==> src/design/rbcs_pkg.sv <==
// Shared types and constants for the RGB blink-code sequencer.
// No dependencies; imported by rbcs_seq and rgb_blink_code_sequencer_unit.
`default_nettype none

package rbcs_pkg;

  localparam int CHANNELS = 3;
  localparam int CH_W     = $clog2(CHANNELS + 1);

  // Commands carried by an input item
  localparam logic CMD_TICK = 1'b0;
  localparam logic CMD_POST = 1'b1;

  // State codes posted by the firmware
  localparam logic [2:0] CODE_INIT   = 3'd0;
  localparam logic [2:0] CODE_WIFI_1 = 3'd1;
  localparam logic [2:0] CODE_WIFI_2 = 3'd2;
  localparam logic [2:0] CODE_WIFI_3 = 3'd3;
  localparam logic [2:0] CODE_CAN_1  = 3'd4;
  localparam logic [2:0] CODE_CAN_2  = 3'd5;
  localparam logic [2:0] CODE_WS_1   = 3'd6;
  localparam logic [2:0] CODE_WS_2   = 3'd7;

  // Configuration register indexes
  localparam logic [1:0] REG_FIRST_COLOR  = 2'd0;
  localparam logic [1:0] REG_SECOND_COLOR = 2'd1;
  localparam logic [1:0] REG_THIRD_COLOR  = 2'd2;
  localparam logic [1:0] REG_SLOT_TICKS   = 2'd3;

  localparam logic [23:0] FIRST_COLOR_RST  = 24'd10;
  localparam logic [23:0] SECOND_COLOR_RST = 24'd2560;
  localparam logic [23:0] THIRD_COLOR_RST  = 24'd657930;
  localparam logic [15:0] SLOT_TICKS_RST   = 16'd125;

  localparam logic [2:0] LONG_SLOTS  = 3'd4;
  localparam logic [2:0] SHORT_SLOTS = 3'd1;

  typedef enum logic [2:0] {
    PH_START,
    PH_LONG_ON,
    PH_LONG_OFF,
    PH_SHORT_ON,
    PH_SHORT_OFF,
    PH_TAIL,
    PH_IDLE
  } phase_t;

  typedef struct packed {
    logic       command;
    logic [2:0] state_code;
  } in_item_t;

  typedef struct packed {
    logic [7:0] red;
    logic [7:0] green;
    logic [7:0] blue;
  } out_item_t;

  typedef struct packed {
    logic [23:0] first_color;
    logic [23:0] second_color;
    logic [23:0] third_color;
    logic [15:0] slot_ticks;
  } cfg_t;

  typedef struct packed {
    logic     fire;
    in_item_t item;
  } seq_ctrl_t;

endpackage

`default_nettype wire

==> src/design/rbcs_seq.sv <==
// Blink-code sequencer state and its per-item update.
// Depends on rbcs_pkg; instantiated by rgb_blink_code_sequencer_unit.
`default_nettype none

module rbcs_seq
  import rbcs_pkg::*;
(
  input  wire logic      clk,
  input  wire logic      rst,
  input  wire seq_ctrl_t ctrl,
  input  wire cfg_t      cfg,
  output out_item_t      led
);

  logic [1:0]      pulse_counts      [CHANNELS];
  logic [1:0]      pulse_counts_next [CHANNELS];
  logic [CH_W-1:0] active_channel, active_channel_next;
  logic [1:0]      active_count, active_count_next;
  logic [3:0]      round_sum, round_sum_next;
  phase_t          phase, phase_next;
  logic [1:0]      pulse_index, pulse_index_next;
  logic [2:0]      slot_left, slot_left_next;
  logic [15:0]     tick_left, tick_left_next;
  logic            led_on, led_on_next;

  logic [15:0]     slot_len;
  logic            found_a, found_b;
  logic [CH_W-1:0] ch_a, ch_b;
  logic [1:0]      cnt_a, cnt_b;
  logic            post_hit;
  logic [1:0]      post_ch;
  logic [1:0]      post_cnt;

  assign slot_len = (cfg.slot_ticks == 16'd0) ? 16'd1 : cfg.slot_ticks;

  // Find the next channel with a nonzero count, from the current one and from zero
  always_comb begin
    found_a = 1'b0;
    found_b = 1'b0;
    ch_a    = '0;
    ch_b    = '0;
    cnt_a   = '0;
    cnt_b   = '0;
    for (int i = CHANNELS - 1; i >= 0; i--) begin
      if (pulse_counts[i] != 2'd0) begin
        found_b = 1'b1;
        ch_b    = CH_W'(i);
        cnt_b   = pulse_counts[i];
        if (CH_W'(i) >= active_channel) begin
          found_a = 1'b1;
          ch_a    = CH_W'(i);
          cnt_a   = pulse_counts[i];
        end
      end
    end
  end

  always_comb begin
    post_hit = 1'b1;
    post_ch  = 2'd0;
    post_cnt = 2'd0;
    unique case (ctrl.item.state_code) inside
      CODE_WIFI_1: begin post_ch = 2'd0; post_cnt = 2'd1; end
      CODE_WIFI_2: begin post_ch = 2'd0; post_cnt = 2'd2; end
      CODE_WIFI_3: begin post_ch = 2'd0; post_cnt = 2'd3; end
      CODE_CAN_1:  begin post_ch = 2'd1; post_cnt = 2'd1; end
      CODE_CAN_2:  begin post_ch = 2'd1; post_cnt = 2'd2; end
      CODE_WS_1:   begin post_ch = 2'd2; post_cnt = 2'd1; end
      CODE_WS_2:   begin post_ch = 2'd2; post_cnt = 2'd2; end
      default:     post_hit = 1'b0;
    endcase
  end

  // Next state
  always_comb begin
    logic [4:0] sum;
    pulse_counts_next   = pulse_counts;
    active_channel_next = active_channel;
    active_count_next   = active_count;
    round_sum_next      = round_sum;
    phase_next          = phase;
    pulse_index_next    = pulse_index;
    slot_left_next      = slot_left;
    tick_left_next      = tick_left;
    led_on_next         = led_on;
    sum                 = 5'({1'b0, round_sum} + {3'b0, active_count});

    if (ctrl.item.command == CMD_POST) begin
      for (int i = 0; i < CHANNELS; i++) begin
        if (post_hit && int'(post_ch) == i) begin
          pulse_counts_next[i] = post_cnt;
        end
      end
    end else begin
      // Start of a turn: pick the channel, or rest for a long gap
      if (phase == PH_START) begin
        if (found_a || (round_sum != 4'd0 && found_b)) begin
          if (!found_a) begin
            round_sum_next = 4'd0;
          end
          active_channel_next = found_a ? ch_a : ch_b;
          active_count_next   = found_a ? cnt_a : cnt_b;
          pulse_index_next    = 2'd0;
          led_on_next         = 1'b1;
          tick_left_next      = slot_len;
          if ((found_a ? cnt_a : cnt_b) == 2'd1) begin
            phase_next     = PH_LONG_ON;
            slot_left_next = LONG_SLOTS;
          end else begin
            phase_next     = PH_SHORT_ON;
            slot_left_next = SHORT_SLOTS;
          end
        end else begin
          active_channel_next = '0;
          round_sum_next      = 4'd0;
          active_count_next   = 2'd0;
          phase_next          = PH_IDLE;
          slot_left_next      = LONG_SLOTS;
          tick_left_next      = slot_len;
          led_on_next         = 1'b0;
        end
      end

      if (tick_left_next != 16'd0) begin
        tick_left_next = tick_left_next - 16'd1;
      end
      if (tick_left_next == 16'd0) begin
        if (slot_left_next != 3'd0) begin
          slot_left_next = slot_left_next - 3'd1;
        end
        if (slot_left_next != 3'd0) begin
          tick_left_next = slot_len;
        end else begin
          // End of segment
          unique case (phase_next)
            PH_LONG_ON: begin
              phase_next     = PH_LONG_OFF;
              slot_left_next = LONG_SLOTS;
              tick_left_next = slot_len;
              led_on_next    = 1'b0;
            end
            PH_SHORT_ON: begin
              phase_next     = PH_SHORT_OFF;
              slot_left_next = SHORT_SLOTS;
              tick_left_next = slot_len;
              led_on_next    = 1'b0;
            end
            PH_SHORT_OFF: begin
              pulse_index_next = pulse_index_next + 2'd1;
              tick_left_next   = slot_len;
              if (pulse_index_next < active_count_next && pulse_index_next != 2'd0) begin
                phase_next     = PH_SHORT_ON;
                slot_left_next = SHORT_SLOTS;
                led_on_next    = 1'b1;
              end else begin
                phase_next     = PH_TAIL;
                slot_left_next = LONG_SLOTS;
                led_on_next    = 1'b0;
              end
            end
            default: begin
              if (phase_next != PH_IDLE) begin
                sum = 5'({1'b0, round_sum_next} + {3'b0, active_count_next});
                round_sum_next      = (sum > 5'd15) ? 4'd15 : sum[3:0];
                active_channel_next = active_channel_next + CH_W'(1);
              end
              phase_next     = PH_START;
              led_on_next    = 1'b0;
              slot_left_next = 3'd0;
              tick_left_next = 16'd0;
            end
          endcase
        end
      end
    end
  end

  // Output: color of the shown channel after this item
  always_comb begin
    logic [23:0] color;
    color = 24'd0;
    if (led_on_next) begin
      case (int'(active_channel_next))
        0:       color = cfg.first_color;
        1:       color = cfg.second_color;
        2:       color = cfg.third_color;
        default: color = 24'd0;
      endcase
    end
    led.red   = color[23:16];
    led.green = color[15:8];
    led.blue  = color[7:0];
  end

  always_ff @(posedge clk) begin
    if (rst) begin
      for (int i = 0; i < CHANNELS; i++) begin
        pulse_counts[i] <= 2'd0;
      end
      active_channel <= '0;
      active_count   <= 2'd0;
      round_sum      <= 4'd0;
      phase          <= PH_START;
      pulse_index    <= 2'd0;
      slot_left      <= 3'd0;
      tick_left      <= 16'd0;
      led_on         <= 1'b0;
    end else if (ctrl.fire) begin
      pulse_counts   <= pulse_counts_next;
      active_channel <= active_channel_next;
      active_count   <= active_count_next;
      round_sum      <= round_sum_next;
      phase          <= phase_next;
      pulse_index    <= pulse_index_next;
      slot_left      <= slot_left_next;
      tick_left      <= tick_left_next;
      led_on         <= led_on_next;
    end
  end

endmodule

`default_nettype wire

==> src/design/rgb_blink_code_sequencer_unit.sv <==
// Top level of the RGB blink-code sequencer: channels, config registers, pipeline.
// Depends on rbcs_pkg and rbcs_seq.
//
// Usage:
//   Input channel (item_valid / item_stall / item): each item is either a time
//   tick or a post of a state code that sets one channel's pulse count.
//   Output channel (result_valid / result_stall / result): one result per
//   item, the LED red/green/blue level after that item, zero when off.
//   Config port (cfg_we / cfg_index / cfg_data): writes the three channel
//   colors and the slot length in ticks; write only while the block is idle.
//   Flow: an accepted item waits in the input register and is processed when
//   the result register advances; its result is then held in that register.
//   Throughput: one item per cycle while not stalled; the whole update of the
//   sequencer state is a single pass of logic from input to result register.
//   Stall: when result_stall holds a waiting result, the input register fills
//   and then item_stall rises; nothing is dropped.
//   Reset (rst, synchronous): pipeline empties, counts clear, colors and slot
//   length return to their defaults, the sequencer waits at a turn start.
`default_nettype none

module rgb_blink_code_sequencer_unit
  import rbcs_pkg::*;
(
  input  wire logic      clk,
  input  wire logic      rst,
  input  wire logic      item_valid,
  output logic           item_stall,
  input  wire in_item_t  item,
  output logic           result_valid,
  input  wire logic      result_stall,
  output out_item_t      result,
  input  wire logic      cfg_we,
  input  wire logic [1:0] cfg_index,
  input  wire logic [23:0] cfg_data
);

  cfg_t      cfg;
  logic      s1_valid;
  in_item_t  s1_item;
  logic      adv;
  logic      fire;
  seq_ctrl_t ctrl;
  out_item_t led;

  always_ff @(posedge clk) begin
    if (rst) begin
      cfg.first_color  <= FIRST_COLOR_RST;
      cfg.second_color <= SECOND_COLOR_RST;
      cfg.third_color  <= THIRD_COLOR_RST;
      cfg.slot_ticks   <= SLOT_TICKS_RST;
    end else if (cfg_we) begin
      unique case (cfg_index)
        REG_FIRST_COLOR:  cfg.first_color  <= cfg_data;
        REG_SECOND_COLOR: cfg.second_color <= cfg_data;
        REG_THIRD_COLOR:  cfg.third_color  <= cfg_data;
        REG_SLOT_TICKS:   cfg.slot_ticks   <= cfg_data[15:0];
        default: ;
      endcase
    end
  end

  // Advance the result register when it is empty or being taken
  assign adv        = !result_valid || !result_stall;
  assign fire       = s1_valid && adv;
  assign item_stall = s1_valid && !adv;

  assign ctrl.fire = fire;
  assign ctrl.item = s1_item;

  always_ff @(posedge clk) begin
    if (rst) begin
      s1_valid <= 1'b0;
    end else if (!item_stall) begin
      s1_valid <= item_valid;
    end
  end

  always_ff @(posedge clk) begin
    if (item_valid && !item_stall) begin
      s1_item <= item;
    end
  end

  rbcs_seq u_seq (
    .clk  (clk),
    .rst  (rst),
    .ctrl (ctrl),
    .cfg  (cfg),
    .led  (led)
  );

  always_ff @(posedge clk) begin
    if (rst) begin
      result_valid <= 1'b0;
    end else if (adv) begin
      result_valid <= fire;
    end
  end

  always_ff @(posedge clk) begin
    if (fire) begin
      result <= led;
    end
  end

`ifndef NO_ASSERTIONS
  a_fire_gives_result: assert property (@(posedge clk) disable iff (rst)
    fire |=> result_valid)
    else $error("processed item did not reach the result register");

  a_held_item_kept: assert property (@(posedge clk) disable iff (rst)
    (s1_valid && !adv) |=> (s1_valid && $stable(s1_item)))
    else $error("blocked item in the input register was lost or changed");

  a_empty_out_no_stall: assert property (@(posedge clk) disable iff (rst)
    !result_valid |-> !item_stall)
    else $error("input stalled while the result register is empty");
`endif

endmodule

`default_nettype wire
==> config.mk <==
export PLATFORM = sky130hd
export DESIGN_NAME = rgb_blink_code_sequencer_unit
export DESIGN_NICKNAME = d
export VERILOG_FILES = /design/src/design/rbcs_pkg.sv /design/src/design/rbcs_seq.sv /design/src/design/rgb_blink_code_sequencer_unit.sv
export SDC_FILE = /design/constraint.sdc
export NUM_CORES = 1
export LEC_CHECK = 0
export ABC_AREA = 1
export BUFFER_PORTS_ARGS = -buffer_cell sky130_fd_sc_hd__buf_4
export CORE_UTILIZATION = 60
export DETAILED_ROUTE_END_ITERATION = 8
export HOLD_SLACK_MARGIN = 0.1
export PLACE_DENSITY = 0.88
export SKIP_LAST_GASP = 1
export SYNTH_ARGS = -nofsm -noshare
export SYNTH_HDL_FRONTEND = slang
export SYNTH_SLANG_ARGS = --single-unit
==> constraint.sdc <==
create_clock -name clk -period 7.6 [get_ports clk]
set_input_delay 1.52 -clock clk [delete_from_list [all_inputs] [get_ports clk]]
set_output_delay 1.52 -clock clk [all_outputs]
set_load 0.05 [all_outputs]
Word-level counts from Yosys, hierarchy flattened
Index checks and enable logic that the tools add are counted.
- $add $sub $neg: 5
- multiply operators: 0
- divide/modulo/power cells: 0
- order comparisons: 5
- equal/unequal tests: 19
- shifts and indexed selects: 0
- multiplexer cells: 93
- bitwise gates (word level): 1
- reductions and logical operators: 42
- operator list (cell ; count):
    16-bit 2-to-1 mux ; 8
    2-bit 2-to-1 mux ; 38
    24-bit case mux with 3 select lines ; 1
    3-bit 2-to-1 mux ; 16
    4-bit 2-to-1 mux ; 9
    16-bit zero test ; 2
    3-bit case mux with 3 select lines ; 2
    1-bit 2-to-1 mux ; 17
    16-bit nonzero test ; 1
    16-bit by 1-bit subtractor with 16-bit output (second input constant) ; 1
    3-bit == test (second input constant) ; 5
    2-bit == test (second input constant) ; 5
    2-bit AND reduction ; 5
    3-bit by 2-bit == test with 1-bit output (second input constant) ; 3
    3-bit AND reduction ; 3
    3-bit OR reduction ; 3
    1-bit logical AND ; 8
    2-bit nonzero test ; 4
    7-bit OR reduction ; 1
    2-bit by 1-bit == test with 1-bit output (second input constant) ; 3
    3-bit by 1-bit == test with 1-bit output (second input constant) ; 2
    2-bit zero test ; 3
    2-bit case mux with 3 select lines ; 1
    3-bit nonzero test ; 2
    15 further kinds ; 22
- flip-flop bits (word level): 157
- latch bits: 0
- bits in writable memories: 0
- ROM bits: 0
- input bits: 35
- output and inout bits: 26
- word-level logic and storage cells: 187
- memories kept: 0

Depth between registers and ports, before layout
- depth after elaboration: 23
- mapped depth: 30

By module
From an unflattened synthesis, not the netlist that was laid out.
- cells, all modules: 1367
- area total of the unflattened synthesis: 9019.9 sq um
- modules (own cells, without submodules) (module ; times used ; cells each ; area each (sq um) ; sequential area each (sq um)):
    rgb_blink_code_sequencer_unit ; 1 ; 579 ; 4568.1 ; 2642.5
    rbcs_seq ; 1 ; 788 ; 4451.8 ; 780.7

Worst setup path after synthesis
No wires, ideal clock.
- path type: input-to-reg
- start: input result_stall
- end: register u_seq.slot_left[2]
- arrival time: 4.158 ns
- data required time: 7.530 ns
- slack: 3.372 ns
- stages on the path: 10
- buffers on the path: 1
- cells stage by stage: nand2_1 > inv_1 > nor2_1 > inv_1 > nor2_1 > clkinv_1 > clkbuf_1 > a21oi_1 > o31ai_1 > a21oi_1
- RTL lines (element ; line ; source):
    from (decl) ; rgb_blink_code_sequencer_unit.sv:30 ; input wire logic result_stall,
    to (signal assigned) ; rbcs_seq.sv:215 ; slot_left <= slot_left_next;
    to (decl) ; rbcs_seq.sv:22 ; logic [2:0] slot_left, slot_left_next;

Worst setup path in the final report
- start: register u_seq.phase[1]
- end: register result[9] (netlist bit) (data pin)
- cells in the longest elaborated chain, start to end: 13
- elaborated cells on any way between the ends: 49
- ends and longest elaborated chain (element ; line ; source):
    from (decl) ; rbcs_seq.sv:20 ; phase_t phase, phase_next;
    from (signal assigned) ; rbcs_seq.sv:213 ; phase <= phase_next;
    branches (longest 13 deep; another with 16-bit by 1-bit subtractor with 16-bit output) ; -- ;
    to (signal assigned) ; rgb_blink_code_sequencer_unit.sv:102 ; result <= led;
    to (decl) ; rgb_blink_code_sequencer_unit.sv:31 ; output out_item_t result,
Several ways; the timed one is not identified. The select of a mux whose other input is x is not followed.
A chain may end at the register's enable or synchronous reset.

==> results.json <==
{
  "grt_usage_pct": 32.1,
  "clock-sinks": 157,
  "reg2reg_to": "result[9]",
  "syn_nets": 1274,
  "dp_hpwl_mm": 14.4,
  "place_congestion": 0.954,
  "rows": 43,
  "worst_pin_slew_ns": 1.26,
  "fmaxAchievable_ghz": 0.194,
  "drtAntennaViolNets": 0,
  "dieArea_sq_mm": 0.0147,
  "fillerInstances": 1153,
  "yosys.cell_types.count": 45,
  "crit_path_cell_trace": "inv_2, nand2_4, inv_1, or2_2, nand2_4, ha_1, nand3_4, nor2_4, nand2_4, nand2_1, o21ai_1, nor2_1, nand2_1, nor2_2, nand3_4, nand2_1, nand2_2, a21oi_4, nand3_1, nand3_1, nand2_1, inv_1",
  "multi_input_area_sq_mm": 0.00433,
  "cts.path.max_buffers": 2,
  "r2r_cells": 22,
  "yosysTopAreaCell": "dfxtp_1",
  "crit_start": "u_seq.phase[1]",
  "ys_warn_count": 0,
  "ys.flop_type": "dfxtp_1",
  "fin_util_pct": 68.6,
  "hold_path_class": "reg -> reg",
  "worst-r2r-setup-slack_ns": 2.43,
  "root_buffer": "clkbuf_16",
  "netlist_area_sq_mm": 0.00851,
  "synth.most_common_cell": "nand2_1",
  "ys_seq_area_share_pct": 40.2,
  "antenna_cells_inserted": 0,
  "vias": 8377,
  "slew_viol_final": 0,
  "clk_pin_slew_worst_paths_ns": 0.07,
  "clock_latency_ns": 0.44,
  "cts_hold_buf": 0,
  "antenna_found_initial": 0,
  "wl_mm": 22.7,
  "cpLargestDelayFamily": "simple AND/OR/NAND/NOR gates",
  "synthTopCellsByCount": "nand2_1, nor2_1, nand3_1, dfxtp_1, inv_1",
  "grt_max_degree": 74,
  "synth_top_cell_area_share_pct": 30.3,
  "synth_area_leaders": "dfxtp_1, nand2_1, edfxtp_1",
  "power_mw": 2.10,
  "startpoint_type": "flip-flop",
  "grt_pass1_wl_mm": 37.1,
  "cts_tree": "done",
  "cp_slowest_cell": "a21oi_4",
  "r2r-start": "u_seq.phase[1]",
  "hold_violations": 0,
  "first_global_vias": 7775,
  "vdd_ir_drop_max_mv": 0.161,
  "final.setup.tns_ns": 0,
  "cp.depth": 22,
  "finalNetCount": 1301,
  "drtIter0Drc": 865,
  "final_cell_area_sq_mm": 0.00952,
  "numCtsBuffers": 17,
  "drc": 0,
  "syn_area_per_cell_sq_um": 6.92,
  "htree_levels": 4,
  "cp_max_fo": 48,
  "cp.arrival_ns": 5.47,
  "relSlewSlack_pct": 15.7,
  "synth-seq-cells": 157,
  "critPathKind": "reg -> reg",
  "setup_violations": 0,
  "grt-ovfl-total": 0,
  "drive_above_1_share_pct": 13.1,
  "drv_cap": 0,
  "rsz0062_at_grt": "no",
  "worstSetupEndpoint": "result[9]",
  "async_flop_share_pct": 0,
  "status": "complete, no violations",
  "die_height_microns": 121,
  "cts-resized-gates": 0,
  "crit_path_frequent_cell": "nand2_1",
  "coreArea_sq_mm": 0.0139,
  "worstPathRequired_ns": 7.91,
  "num_io_pins": 61,
  "crit_buf_inv": 3,
  "placed_cell_area_sq_mm": 0.00893,
  "cpPeakStageDelay_ns": 0.97,
  "synth_edf_count": 28,
  "skew_ns": 0.0102,
  "dr.pass1.iters": 6,
  "regArea_sq_mm": 0.00342,
  "port_buffers": 60,
  "fin_crit_ns": 5.17,
  "start_util_pct": 61.3,
  "cts_setup_buffers": 0,
  "vias_per_cell": 5.78,
  "end_kind": "flip-flop",
  "power.density_mw_per_mm2": 220,
  "syn2layout_area_growth_pct": 11.9,
  "p_leak_nw": 4.30,
  "fp.dieW_microns": 121,
  "wire_per_inst_microns": 15.6,
  "finalCritPeriodShare_pct": 68.0,
  "syn_inst": 1230
}
[worst reg2reg max path: stages, from the launching register on]
cell     delay [ns]
dfxtp_1        0.41
inv_2          0.12
nand2_4        0.39
inv_1          0.31
or2_2          0.38
nand2_4        0.14
ha_1           0.32
nand3_4        0.15
nor2_4         0.17
nand2_4        0.12
nand2_1        0.08
o21ai_1        0.10
nor2_1         0.15
nand2_1        0.08
nor2_2         0.17
nand3_4        0.24
nand2_1        0.15
nand2_2        0.09
a21oi_4        0.97
nand3_1        0.22
nand3_1        0.17
nand2_1        0.06
inv_1          0.09
[flip-flops by register name, indices dropped and copies added, names as in the netlist, 2 cells and up]
register and flops:
u_seq.pulse_index 2, u_seq.active_count 2, u_seq.slot_left 3, u_seq.round_sum 4
cfg 88, ctrl 4, u_seq.active_channel 2, u_seq.pulse_counts 6
u_seq.phase 3, u_seq.tick_left 16, result 24
[worst min-delay path by stage]
stage	from	end	slack, ns	cells past startpoint
2_1_floorplan	cfg[17]	cfg[17]	0.43	2
3_3_place_gp	cfg[19]	cfg[19]	0.44	2
3_5_place_dp	cfg[33]	cfg[33]	0.44	2
4_1_cts	cfg[33]	cfg[33]	0.46	2
5_1_grt	u_seq.tick_left[1]	u_seq.tick_left[1]	0.49	2
6_report	cfg[33]	cfg[33]	0.46	2
[cell type report]
cell class                      count  area share [%]
Multi-Input combinational cell    891            45.4
Tap cell                          180            2.37
Inverter                          124            4.89
Timing Repair Buffer               66            5.21
Clock inverter                     13            1.37
Sequential cell                   157            36.0
Clock buffer                       19            4.77
[report_power, final]
group          switching, mW  internal (mW)  leakage (nW)
combinational          0.247          0.102          2.70
sequential            0.0237          0.885          1.32
clock                  0.362          0.477         0.283
total                  0.633           1.46          4.30
[cells in the final DEF (no fill, tap or decap), types with 2 or more instances in the layout]
cell	n
a211oi_1	3
edfxtp_1	28
o21ai_1	11
nor2_1	192
nand2_2	20
o21ai_2	4
inv_6	2
nand4_1	8
clkinvlp_4	2
nand3_4	2
buf_4	66
nor3_2	2
ha_1	8
nand2_1	255
nor3_1	4
clkbuf_16	18
nand3_1	144
nor2_4	7
a21oi_4	3
or2_2	2
clkinv_2	2
clkinv_4	4
dfxtp_1	129
inv_8	2
nand3_2	12
o21ai_0	107
o31ai_1	10
o21bai_1	3
nor2_2	8
a31oi_1	3
nand2_4	4
inv_1	119
o211ai_1	5
inv_2	4
a21oi_1	64
[metrics by stage]
step,setup slack (ns),cells,hold slack (ns)
2_1_floorplan,3.37,1230,0.430
6_report,2.43,1450,0.457
3_5_place_dp,2.61,1418,0.443
5_1_grt,2.00,1450,0.491
3_3_place_gp,2.73,1418,0.440
4_1_cts,2.56,1450,0.459
[per-layer routing]
layer	up-vias	global-route usage, %	share of wire [%]
met5	-	0	0
met4	0	15.2	2.9
met3	56	5.87	8.3
met2	394	51.8	47
met1	3868	41.7	42
li1	4059	-	-
[cells by family (layout without fill, tap and decap cells)]
kind of cell    Yosys count  count (layout)  synth area share (%)
simple gates            663             663                  34.8
compound gates          216             216                  14.0
buf+inv                 182             222                  9.18
flops                   157             157                  40.2
fa+ha+maj                 9               9                  1.41
xor+xnor                  2               2                 0.206
mux                       1               1                 0.118
Power figures use the tool's default switching activity.
